### src/rtl/wsg_pkg.sv
// Shared types and constants of the waveform shape generator.
// No dependencies; every other file but wsg_isqrt uses this package.
package wsg_pkg;

  localparam int PHASE_W        = 16;
  localparam int SAMPLE_W       = 16;
  localparam int SHAPE_W        = 3;
  localparam int PHASE_BITS_DEF = 16;
  localparam int FRAC_BITS_DEF  = 14;

  typedef enum logic [SHAPE_W-1:0] {
    SHAPE_TRI,
    SHAPE_SAW,
    SHAPE_SQUARE,
    SHAPE_PARAB,
    SHAPE_ROOT,
    SHAPE_SOFT,
    SHAPE_BIPOLAR,
    SHAPE_SEMI
  } shape_t;

  typedef enum logic [1:0] {
    KIND_DIRECT,
    KIND_ROOT,
    KIND_SEMI_POS,
    KIND_SEMI_NEG
  } kind_t;

  typedef struct packed {
    kind_t                kind;
    logic [SAMPLE_W-1:0]  direct;
  } side_t;

endpackage

### src/rtl/wsg_phase_if.sv
// Phase request channel (valid/ready plus phase payload).
// Depends on wsg_pkg.
interface wsg_phase_if;
  logic                         valid;
  logic                         ready;
  logic [wsg_pkg::PHASE_W-1:0]  phase_in;
  modport source (output valid, output phase_in, input ready);
  modport sink   (input valid, input phase_in, output ready);
endinterface

### src/rtl/wsg_sample_if.sv
// Sample result channel (valid/ready plus signed sample payload).
// Depends on wsg_pkg.
interface wsg_sample_if;
  logic                                valid;
  logic                                ready;
  logic signed [wsg_pkg::SAMPLE_W-1:0] sample_out;
  modport source (output valid, output sample_out, input ready);
  modport sink   (input valid, input sample_out, output ready);
endinterface

### src/rtl/wsg_cfg_if.sv
// Configuration write channel carrying the shape register value.
// Depends on wsg_pkg.
interface wsg_cfg_if;
  logic                         valid;
  logic                         ready;
  logic [wsg_pkg::SHAPE_W-1:0]  shape_select;
  modport source (output valid, output shape_select, input ready);
  modport sink   (input valid, input shape_select, output ready);
endinterface

### src/rtl/wsg_front.sv
// Front end: phase folding and scaling (stage 1), squaring and radicand (stage 2).
// Depends on wsg_pkg.
module wsg_front #(
  parameter int PHASE_BITS = wsg_pkg::PHASE_BITS_DEF,
  parameter int FRAC_BITS  = wsg_pkg::FRAC_BITS_DEF
) (
  input  logic                          clk,
  input  logic                          rst,
  input  logic                          en,
  input  logic                          in_valid,
  input  logic [wsg_pkg::PHASE_W-1:0]   phase,
  input  wsg_pkg::shape_t               shape,
  output logic                          out_valid,
  output logic [2*FRAC_BITS+1:0]        rad,
  output wsg_pkg::side_t                side
);
  import wsg_pkg::*;

  localparam int PB = PHASE_BITS;
  localparam int FB = FRAC_BITS;
  localparam int SW = PB + FB + 3;
  localparam int VW = FB + 3;
  localparam int RW = 2 * FB + 2;

  localparam logic [PB:0]          TURN1   = {1'b1, {PB{1'b0}}};
  localparam logic [PB-1:0]        HALF_PH = PB'(1) << (PB - 1);
  localparam logic [PB-1:0]        QTR_PH  = PB'(1) << (PB - 2);
  localparam logic [PB-1:0]        A_PH    = PB'(3) << (PB - 3);
  localparam logic [PB-1:0]        B_PH    = PB'(7) << (PB - 3);
  localparam logic [SW-1:0]        HALF_R  = SW'(1) << (PB - 1);
  localparam logic [SW-1:0]        RND_R   = SW'(1) << (PB - 4);
  localparam logic [PB+1:0]        C_LO    = (PB+2)'(1) << PB;
  localparam logic [PB+1:0]        C_HI    = (PB+2)'(3) << PB;
  localparam logic [FB:0]          ONE_U   = (FB+1)'(1) << FB;
  localparam logic signed [VW-1:0] ONE_V   = {3'b001, {FB{1'b0}}};
  localparam logic signed [VW-1:0] HALF_V  = {4'b0001, {(FB-1){1'b0}}};
  localparam logic [RW-1:0]        ONE_SQ  = RW'(1) << (2 * FB);
  localparam logic [RW-1:0]        RND_SQ  = RW'(1) << (FB - 1);

  logic [PB-1:0]        p;
  logic [PB:0]          p2, t;
  logic [SW-1:0]        d_w, saw_w, r1_w, r2_w, y_w;
  logic [FB:0]          d, y;
  logic                 neg, in_r1, in_r2, upper;
  logic [PB-1:0]        w;
  logic [PB+1:0]        w4, c, span;
  logic signed [VW-1:0] v_tri, v_saw, v_soft, val1;

  assign p     = PB'(phase);
  assign p2    = {p, 1'b0};
  assign t     = (p2 >= TURN1) ? p2 - TURN1 : TURN1 - p2;
  assign d_w   = ((SW'(t) << FB) + HALF_R) >> PB;
  assign d     = d_w[FB:0];
  assign saw_w = ((SW'(p2) << FB) + HALF_R) >> PB;
  assign neg   = p[PB-1];
  assign v_tri = signed'(VW'({d, 1'b0})) - ONE_V;
  assign v_saw = ONE_V - signed'(saw_w[VW-1:0]);

  assign in_r1  = (p >= A_PH) && (p <= HALF_PH);
  assign in_r2  = (p >= B_PH);
  assign r1_w   = ((SW'(p - A_PH) << (FB + 1)) + RND_R) >> (PB - 3);
  assign r2_w   = ((SW'(p - B_PH) << (FB + 1)) + RND_R) >> (PB - 3);
  assign v_soft = in_r1 ? ONE_V - signed'(r1_w[VW-1:0]) :
                  in_r2 ? signed'(r2_w[VW-1:0]) - ONE_V :
                  (neg ? -ONE_V : ONE_V);

  assign w     = p + QTR_PH;
  assign upper = (w <= HALF_PH);
  assign w4    = {w, 2'b00};
  assign c     = upper ? C_LO : C_HI;
  assign span  = (w4 >= c) ? w4 - c : c - w4;
  assign y_w   = ((SW'(span) << FB) + HALF_R) >> PB;
  assign y     = (y_w > SW'(ONE_U)) ? ONE_U : y_w[FB:0];

  always_comb begin
    case (shape)
      SHAPE_TRI:     val1 = v_tri;
      SHAPE_SAW:     val1 = v_saw;
      SHAPE_SQUARE:  val1 = neg ? -HALF_V : HALF_V;
      SHAPE_SOFT:    val1 = v_soft;
      SHAPE_BIPOLAR: val1 = neg ? -ONE_V : ONE_V;
      default:       val1 = v_tri;
    endcase
  end

  logic                 s1_valid;
  shape_t               s1_sel;
  logic [FB:0]          s1_d, s1_y;
  logic                 s1_upper;
  logic signed [VW-1:0] s1_val;

  always_ff @(posedge clk) begin
    if (rst) begin
      s1_valid <= 1'b0;
    end else if (en) begin
      s1_valid <= in_valid;
    end
    if (en) begin
      s1_sel   <= shape;
      s1_d     <= d;
      s1_y     <= y;
      s1_upper <= upper;
      s1_val   <= val1;
    end
  end

  logic [RW-1:0]        dd, yy, sq_w, rad_next;
  logic [FB:0]          sq;
  logic signed [VW-1:0] v_par;
  side_t                side_next;

  assign dd    = RW'(s1_d) * RW'(s1_d);
  assign yy    = RW'(s1_y) * RW'(s1_y);
  assign sq_w  = (dd + RND_SQ) >> FB;
  assign sq    = sq_w[FB:0];
  assign v_par = signed'(VW'({sq, 1'b0})) - ONE_V;

  always_comb begin
    side_next.direct = SAMPLE_W'(s1_val);
    rad_next         = RW'(s1_d) << FB;
    case (s1_sel)
      SHAPE_PARAB: begin
        side_next.kind   = KIND_DIRECT;
        side_next.direct = SAMPLE_W'(v_par);
      end
      SHAPE_ROOT: begin
        side_next.kind = KIND_ROOT;
      end
      SHAPE_SEMI: begin
        side_next.kind = s1_upper ? KIND_SEMI_POS : KIND_SEMI_NEG;
        rad_next       = ONE_SQ - yy;
      end
      default: begin
        side_next.kind = KIND_DIRECT;
      end
    endcase
  end

  always_ff @(posedge clk) begin
    if (rst) begin
      out_valid <= 1'b0;
    end else if (en) begin
      out_valid <= s1_valid;
    end
    if (en) begin
      rad  <= rad_next;
      side <= side_next;
    end
  end

  a_fold_range: assert property (@(posedge clk) disable iff (rst)
    s1_valid |-> (s1_d <= ONE_U) && (s1_y <= ONE_U))
    else $error("folded phase exceeds unity");

endmodule

### src/rtl/wsg_isqrt.sv
// Pipelined integer square root, one result bit per register stage, with a tag
// travelling alongside. Depends on nothing but its parameters.
module wsg_isqrt #(
  parameter int RAD_W = 30,
  parameter int TAG_W = 18
) (
  input  logic                   clk,
  input  logic                   rst,
  input  logic                   en,
  input  logic                   in_valid,
  input  logic [RAD_W-1:0]       rad_in,
  input  logic [TAG_W-1:0]       tag_in,
  output logic                   out_valid,
  output logic [RAD_W/2-1:0]     root_out,
  output logic [TAG_W-1:0]       tag_out
);
  localparam int N     = RAD_W / 2;
  localparam int REM_W = N + 3;

  logic             vld  [N];
  logic [RAD_W-1:0] rad  [N];
  logic [REM_W-1:0] rem  [N];
  logic [N-1:0]     root [N];
  logic [TAG_W-1:0] tag  [N];

  for (genvar k = 0; k < N; k++) begin : g_st
    logic             pv;
    logic [RAD_W-1:0] prad;
    logic [REM_W-1:0] prem, rsh, trial;
    logic [N-1:0]     proot;
    logic [TAG_W-1:0] ptag;
    logic             ge;

    if (k == 0) begin : g_in
      assign pv    = in_valid;
      assign prad  = rad_in;
      assign prem  = '0;
      assign proot = '0;
      assign ptag  = tag_in;
    end else begin : g_chain
      assign pv    = vld[k-1];
      assign prad  = rad[k-1];
      assign prem  = rem[k-1];
      assign proot = root[k-1];
      assign ptag  = tag[k-1];
    end

    assign rsh   = {prem[REM_W-3:0], prad[RAD_W-1:RAD_W-2]};
    assign trial = REM_W'({proot, 2'b01});
    assign ge    = (rsh >= trial);

    always_ff @(posedge clk) begin
      if (rst) begin
        vld[k] <= 1'b0;
      end else if (en) begin
        vld[k] <= pv;
      end
      if (en) begin
        rad[k]  <= prad << 2;
        rem[k]  <= ge ? rsh - trial : rsh;
        root[k] <= {proot[N-2:0], ge};
        tag[k]  <= ptag;
      end
    end
  end

  assign out_valid = vld[N-1];
  assign root_out  = root[N-1];
  assign tag_out   = tag[N-1];

  a_rem_bound: assert property (@(posedge clk) disable iff (rst)
    vld[N-1] |-> (rem[N-1] <= REM_W'({root[N-1], 1'b0})))
    else $error("square root remainder exceeds twice the root");

endmodule

### src/rtl/waveform_shape_generator_core.sv
// Waveform shape generator top level: front end, square root pipeline, output register.
// Depends on wsg_pkg, the channel interfaces, wsg_front and wsg_isqrt.
//
// Use: each request on the phase channel carries one phase, a fraction of a
// turn. One signed sample per request leaves on the sample channel, in the
// order taken. The cfg channel writes the 3-bit shape register; it is always
// ready and should be written only while no request is in flight.
// From phase acceptance to sample valid, a request passes two front-end stages,
// one stage per root bit in the square root pipeline, and the output register.
// Throughput: one request per cycle, set by the fully pipelined root unit, while
// the receiver takes samples (see below).
// Reset (synchronous, rst high) clears all valid bits and sets the shape to
// triangle. When the receiver holds ready low with a sample waiting, the
// whole pipeline holds and phase ready drops; nothing is dropped or repeated.
module waveform_shape_generator_core #(
  parameter int PHASE_BITS = wsg_pkg::PHASE_BITS_DEF,
  parameter int FRAC_BITS  = wsg_pkg::FRAC_BITS_DEF
) (
  input  logic         clk,
  input  logic         rst,
  wsg_cfg_if.sink      cfg,
  wsg_phase_if.sink    phase,
  wsg_sample_if.source sample
);
  import wsg_pkg::*;

  localparam int RW    = 2 * FRAC_BITS + 2;
  localparam int N     = RW / 2;
  localparam int VW    = FRAC_BITS + 3;
  localparam int TAG_W = $bits(side_t);
  localparam logic signed [VW-1:0] ONE_V = {3'b001, {FRAC_BITS{1'b0}}};
  localparam int ONE_I = 1 << FRAC_BITS;

  shape_t shape;
  logic   en;

  assign cfg.ready   = 1'b1;
  assign en          = !sample.valid || sample.ready;
  assign phase.ready = en;

  always_ff @(posedge clk) begin
    if (rst) begin
      shape <= SHAPE_TRI;
    end else if (cfg.valid) begin
      shape <= shape_t'(cfg.shape_select);
    end
  end

  logic          f_valid;
  logic [RW-1:0] f_rad;
  side_t         f_side;

  wsg_front #(.PHASE_BITS(PHASE_BITS), .FRAC_BITS(FRAC_BITS)) u_front (
    .clk       (clk),
    .rst       (rst),
    .en        (en),
    .in_valid  (phase.valid),
    .phase     (phase.phase_in),
    .shape     (shape),
    .out_valid (f_valid),
    .rad       (f_rad),
    .side      (f_side)
  );

  logic             r_valid;
  logic [N-1:0]     r_root;
  logic [TAG_W-1:0] r_tag;
  side_t            r_side;

  wsg_isqrt #(.RAD_W(RW), .TAG_W(TAG_W)) u_isqrt (
    .clk       (clk),
    .rst       (rst),
    .en        (en),
    .in_valid  (f_valid),
    .rad_in    (f_rad),
    .tag_in    (f_side),
    .out_valid (r_valid),
    .root_out  (r_root),
    .tag_out   (r_tag)
  );

  assign r_side = side_t'(r_tag);

  logic signed [VW-1:0]       v_root, v_mag;
  logic        [SAMPLE_W-1:0] sample_next;

  assign v_mag  = signed'(VW'(r_root));
  assign v_root = signed'(VW'({r_root, 1'b0})) - ONE_V;

  always_comb begin
    case (r_side.kind)
      KIND_DIRECT:   sample_next = r_side.direct;
      KIND_ROOT:     sample_next = SAMPLE_W'(v_root);
      KIND_SEMI_POS: sample_next = SAMPLE_W'(v_mag);
      KIND_SEMI_NEG: sample_next = SAMPLE_W'(-v_mag);
      default:       sample_next = r_side.direct;
    endcase
  end

  always_ff @(posedge clk) begin
    if (rst) begin
      sample.valid <= 1'b0;
    end else if (en) begin
      sample.valid <= r_valid;
    end
    if (en) begin
      sample.sample_out <= signed'(sample_next);
    end
  end

  a_reset_empty: assert property (@(posedge clk)
    rst |=> !sample.valid)
    else $error("sample valid after reset");

  a_sample_range: assert property (@(posedge clk) disable iff (rst)
    sample.valid && (FRAC_BITS <= 14) |->
      (int'(sample.sample_out) >= -ONE_I) && (int'(sample.sample_out) <= ONE_I))
    else $error("sample outside unit range");

endmodule

### src/flat_wrapper.sv
// flat-port wrapper written by rule: the top's interface ports become plain ports
module waveform_shape_generator_core_flat import wsg_pkg::*;
#(
  parameter int PHASE_BITS = wsg_pkg::PHASE_BITS_DEF,
  parameter int FRAC_BITS  = wsg_pkg::FRAC_BITS_DEF
)
  (clk, rst, cfg_valid, cfg_shape_select, cfg_ready, phase_valid, phase_phase_in, phase_ready, sample_valid, sample_sample_out, sample_ready);
  wsg_cfg_if cfg_i ();
  wsg_phase_if phase_i ();
  wsg_sample_if sample_i ();
  input  logic clk;
  input  logic rst;
  input wire logic [$bits(cfg_i.valid)-1:0] cfg_valid;
  input wire logic [$bits(cfg_i.shape_select)-1:0] cfg_shape_select;
  output wire logic [$bits(cfg_i.ready)-1:0] cfg_ready;
  input wire logic [$bits(phase_i.valid)-1:0] phase_valid;
  input wire logic [$bits(phase_i.phase_in)-1:0] phase_phase_in;
  output wire logic [$bits(phase_i.ready)-1:0] phase_ready;
  output wire logic [$bits(sample_i.valid)-1:0] sample_valid;
  output wire logic [$bits(sample_i.sample_out)-1:0] sample_sample_out;
  input wire logic [$bits(sample_i.ready)-1:0] sample_ready;
  assign cfg_i.valid = cfg_valid;
  assign cfg_i.shape_select = cfg_shape_select;
  assign cfg_ready = cfg_i.ready;
  assign phase_i.valid = phase_valid;
  assign phase_i.phase_in = phase_phase_in;
  assign phase_ready = phase_i.ready;
  assign sample_valid = sample_i.valid;
  assign sample_sample_out = sample_i.sample_out;
  assign sample_i.ready = sample_ready;
  waveform_shape_generator_core #(.PHASE_BITS(PHASE_BITS), .FRAC_BITS(FRAC_BITS)) u_core (.clk(clk), .rst(rst), .cfg(cfg_i), .phase(phase_i), .sample(sample_i));
endmodule
### config.mk
export PLATFORM = sky130hd
export DESIGN_NAME = waveform_shape_generator_core_flat
export DESIGN_NICKNAME = d
export VERILOG_FILES = /design/src/rtl/wsg_pkg.sv /design/src/rtl/wsg_phase_if.sv /design/src/rtl/wsg_sample_if.sv /design/src/rtl/wsg_cfg_if.sv /design/src/rtl/wsg_front.sv /design/src/rtl/wsg_isqrt.sv /design/src/rtl/waveform_shape_generator_core.sv /design/src/flat_wrapper.sv
export SDC_FILE = /design/constraint.sdc
export NUM_CORES = 2
export LEC_CHECK = 0
export BUFFER_PORTS_ARGS = -buffer_cell sky130_fd_sc_hd__clkbuf_2
export CAP_MARGIN = 5
export CORE_UTILIZATION = 58
export CTS_CLUSTER_DIAMETER = 60
export CTS_CLUSTER_SIZE = 12
export DETAILED_ROUTE_END_ITERATION = 7
export PLACE_DENSITY = 0.77
export SYNTH_ARGS = -nofsm -noshare
export SYNTH_HDL_FRONTEND = slang
export SYNTH_SLANG_ARGS = --single-unit
### constraint.sdc
create_clock -name clk -period 34.7 [get_ports clk]
set_clock_uncertainty 0.1 [all_clocks]
set_input_delay 8.675 -clock clk [delete_from_list [all_inputs] [get_ports clk]]
set_output_delay 8.675 -clock clk [all_outputs]
set_load 0.1 [all_outputs]
==> impl_results.md <==
* Leak pwr at 24.60 nW
* Dpl hpwl at 70.58 mm
* Worst slew pin tran at 1.239 ns
* Synth Area per Inst at 12.22 µm²
* Net Count, Synth at 4964
* Initial antenna violation count at 1
* Global router's overall resource usage at 22.09%
* First drt pass iteration count at 5
* Full die area at 91950 µm²
* Via count at 30710
* DRC Markers at 0
* Post_cts resized at 0
* Overflow after GRT at 0
* Wire length on met3 at 4.555 mm
* Reg clk slew, reported paths at 0.06 ns
* Mapped cell area at 52630 µm²
* 1st-iter DRT viols at 1906
* Crit path arrival time at 10.35 ns
* Peak VDD IR at 0.0001630 V
* Die width at 303.2 µm
* Routed wire length at 99.24 mm
* Startpoint types: input pin
* Hold Path Depth at 0
* Final period util at 55.12%
* EDFF count, synth at 922
* Die H at 303.2 µm
* Worst path required time at 25.93 ns
* Std-Cell Rows at 110
* Io pins at 43
* CP Capture Type: primary output
* Final Cell Area at 56730 µm²
* CTS tree: yes
* FMAX at 0.05228 GHz
* Placed cell area at 54080 µm²
* M1 WL at 40.56 mm
* Post-route ant nets at 0
* Pre-CTS WS at 15.56 ns
* RSZ-0062 raised after global routing: no
* Max Used Layer: met5
* Max FO, Critical Path at 20
* Area Overhead vs Synth at 7.784%
* Synthesis-stage register bit count at 928
* Top_reg_cell synth: edfxtp_1
* Register area share after synthesis at 52.84%
* Clk buf depth at 3
* Met2 WL at 48.87 mm
* DR WL/cell at 17.86 µm
* Setup CP Type: in2out
* PD cells at 89.81 nW/µm²
* Async set-reset flop share out of synthesis at 0%
* Cells after Synth at 4306
* Worst Slack Setup Final at 15.57 ns
* Vias in the first global route at 31030
* Routability Congestion at 0.8865
* Layout cell share with drive strength beyond 1 at 5.615%
* CTS buffer count at 92
* Fillers at 6673
* Placeable Area at 90010 µm²
* Status: finished clean
* Largest net degree at the start of global routing at 173
* # nets final at 5017
* Hold Path Class: reg2reg
* Root Buffer: clkbuf_16
* Diodes inserted at 0
* Final Hold Viols at 0
* First-pass GRT wire length at 159.2 mm
* Via-to-Cell Ratio at 5.526
* CTS Hold Buffers Added at 0
* Yosys warnings at 0
* Min Tclk post-route at 19.13 ns
* Max-cap violations at 0
* Final count of pins violating max slew at 0
* Sink Count at 928
* Setup violators final at 0
* Unique masters post-synth at 85
* TNS Setup at 0 ns
* # port buffers at 41
* Initial Util at 58.47%
* Worst r2r path cells at 23
* CTS H-tree depth at 3
* Worst-Skew Late Latency at 0.68 ns
* Post-CTS setup repair buffer count at 0
* Relative slew slack at 16.50%
-- metal layers --
layer,track usage (%),vias up
met2,37.50,708
li1,-,14790
met5,0,-
met4,11.10,2
met3,3.170,242
met1,27.75,14970
-- area by class of cell --
class | instances | area [µm²] | area share (%)
Clock buffer | 99 | 2328 | 4.105
Tap cell | 1176 | 1471 | 2.594
Multi-Input combinational cell | 2591 | 21840 | 38.50
Sequential cell | 928 | 27810 | 49.02
Clock inverter | 17 | 306.5 | 0.5404
Timing Repair Buffer | 69 | 427.9 | 0.7543
Inverter | 677 | 2545 | 4.486
-- report_power, final --
group	internal, mW	leakage [nW]	switching (mW)
Combinational	1.09	13.3	1.45
Sequential	1.51	10.0	0.138
Clock	0.497	1.28	0.410
Total	3.10	24.6	2.00
-- sequential cells by signal, indices dropped and copies added (netlist names), 3 cells and up --
signal	cells
u_core.u_front.s1_d	15
u_core.sample.sample_out	16
u_core.u_isqrt.rad	196
u_core.u_isqrt.tag	270
u_core.u_front.s1_sel	3
u_core.u_isqrt.rem	208
u_core.u_front.rad	29
u_core.u_isqrt.root	120
u_core.shape	3
u_core.u_front.s1_val	16
u_core.u_front.side	18
u_core.u_isqrt.vld	15
u_core.u_front.s1_y	15
-- synth_stat cells (23+ instances only) --
| cell | n | share of area [%] |
|---|---|---|
| nor2_1 | 238 | 1.7 |
| nor4_1 | 27 | 0.32 |
| edfxtp_1 | 922 | 53 |
| and2_1 | 109 | 1.3 |
| o21ai_0 | 175 | 1.7 |
| nand2b_1 | 38 | 0.45 |
| xnor2_1 | 176 | 2.9 |
| o31ai_1 | 25 | 0.36 |
| nand3_1 | 53 | 0.50 |
| a21oi_1 | 142 | 1.4 |
| or2_2 | 23 | 0.27 |
| xor2_1 | 100 | 1.7 |
| mux2i_1 | 27 | 0.51 |
| nor2b_1 | 30 | 0.36 |
| or3_1 | 25 | 0.30 |
| ha_1 | 344 | 8.2 |
| inv_1 | 674 | 4.8 |
| o21a_1 | 43 | 0.61 |
| nand2_1 | 342 | 2.4 |
| nand4_1 | 31 | 0.37 |
| clkbuf_1 | 95 | 0.68 |
| a21o_1 | 46 | 0.66 |
| nor3_1 | 75 | 0.71 |
| fa_1 | 290 | 11 |
-- critical path: stages --
cell and delay (ns):
clkbuf_2 0.08, nor2b_1 0.40, clkinvlp_4 0.63, clkbuf_2 0.54
-- per-stage QoR --
stage | cells | hold WS (ns) | utilization [%] | power, mW
floorplan | 4306 | 0.3003 | - | 3.608
global route | 5557 | 0.3111 | 63.02 | 5.538
finish | 5557 | 0.3009 | 63.02 | 5.095
detailed placement | 5440 | 0.3045 | 60.08 | 4.188
global placement | 5440 | 0.3001 | 60.08 | 4.118
CTS | 5556 | 0.2935 | 63.01 | 5.136
-- final timing paths --
path	start	slack, ns	to
min	u_core.u_isqrt.tag[1][67]$_DFFE_PN_	0.30	u_core.u_isqrt.tag[1][85]$_DFFE_PN_
max reg2reg	u_core.u_front.s1_d[3]$_DFFE_PN_	26.63	u_core.u_front.side[15]$_DFFE_PN_
max	sample_ready	15.57	phase_ready
min reg2reg	u_core.u_isqrt.tag[1][67]$_DFFE_PN_	0.30	u_core.u_isqrt.tag[1][85]$_DFFE_PN_
-- cell families (layout without fill, tap and decap cells) --
group	after synthesis	in the layout	share of synthesized area [%]
compound gates	563	563	6.768
mux	47	47	0.9628
simple gates	1069	1069	9.928
other cells	2	2	0.01427
xor+xnor	276	276	4.593
buf+inv	787	862	5.689
fa+ha+maj	634	634	19.21
flops	928	928	52.84
-- cell usage in the layout (no fill, tap or decap), drive strengths merged, types with 19 or more instances in the layout --
cell and n:
edfxtp 922, inv 681, ha 344, nand2 342
fa 290, nor2 239, o21ai 178, xnor2 176
a21oi 142, clkbuf 141, and2 110, xor2 100
nor3 76, nand3 53, a21o 46, o21a 43
nand2b 38, nand4 31, nor4 31, nor2b 30
mux2i 27, buf 27, or3 26, o31ai 25
or2 23, a211oi 22, mux2 19, or4 19
Note: power is estimated with default switching activity, not from simulation.
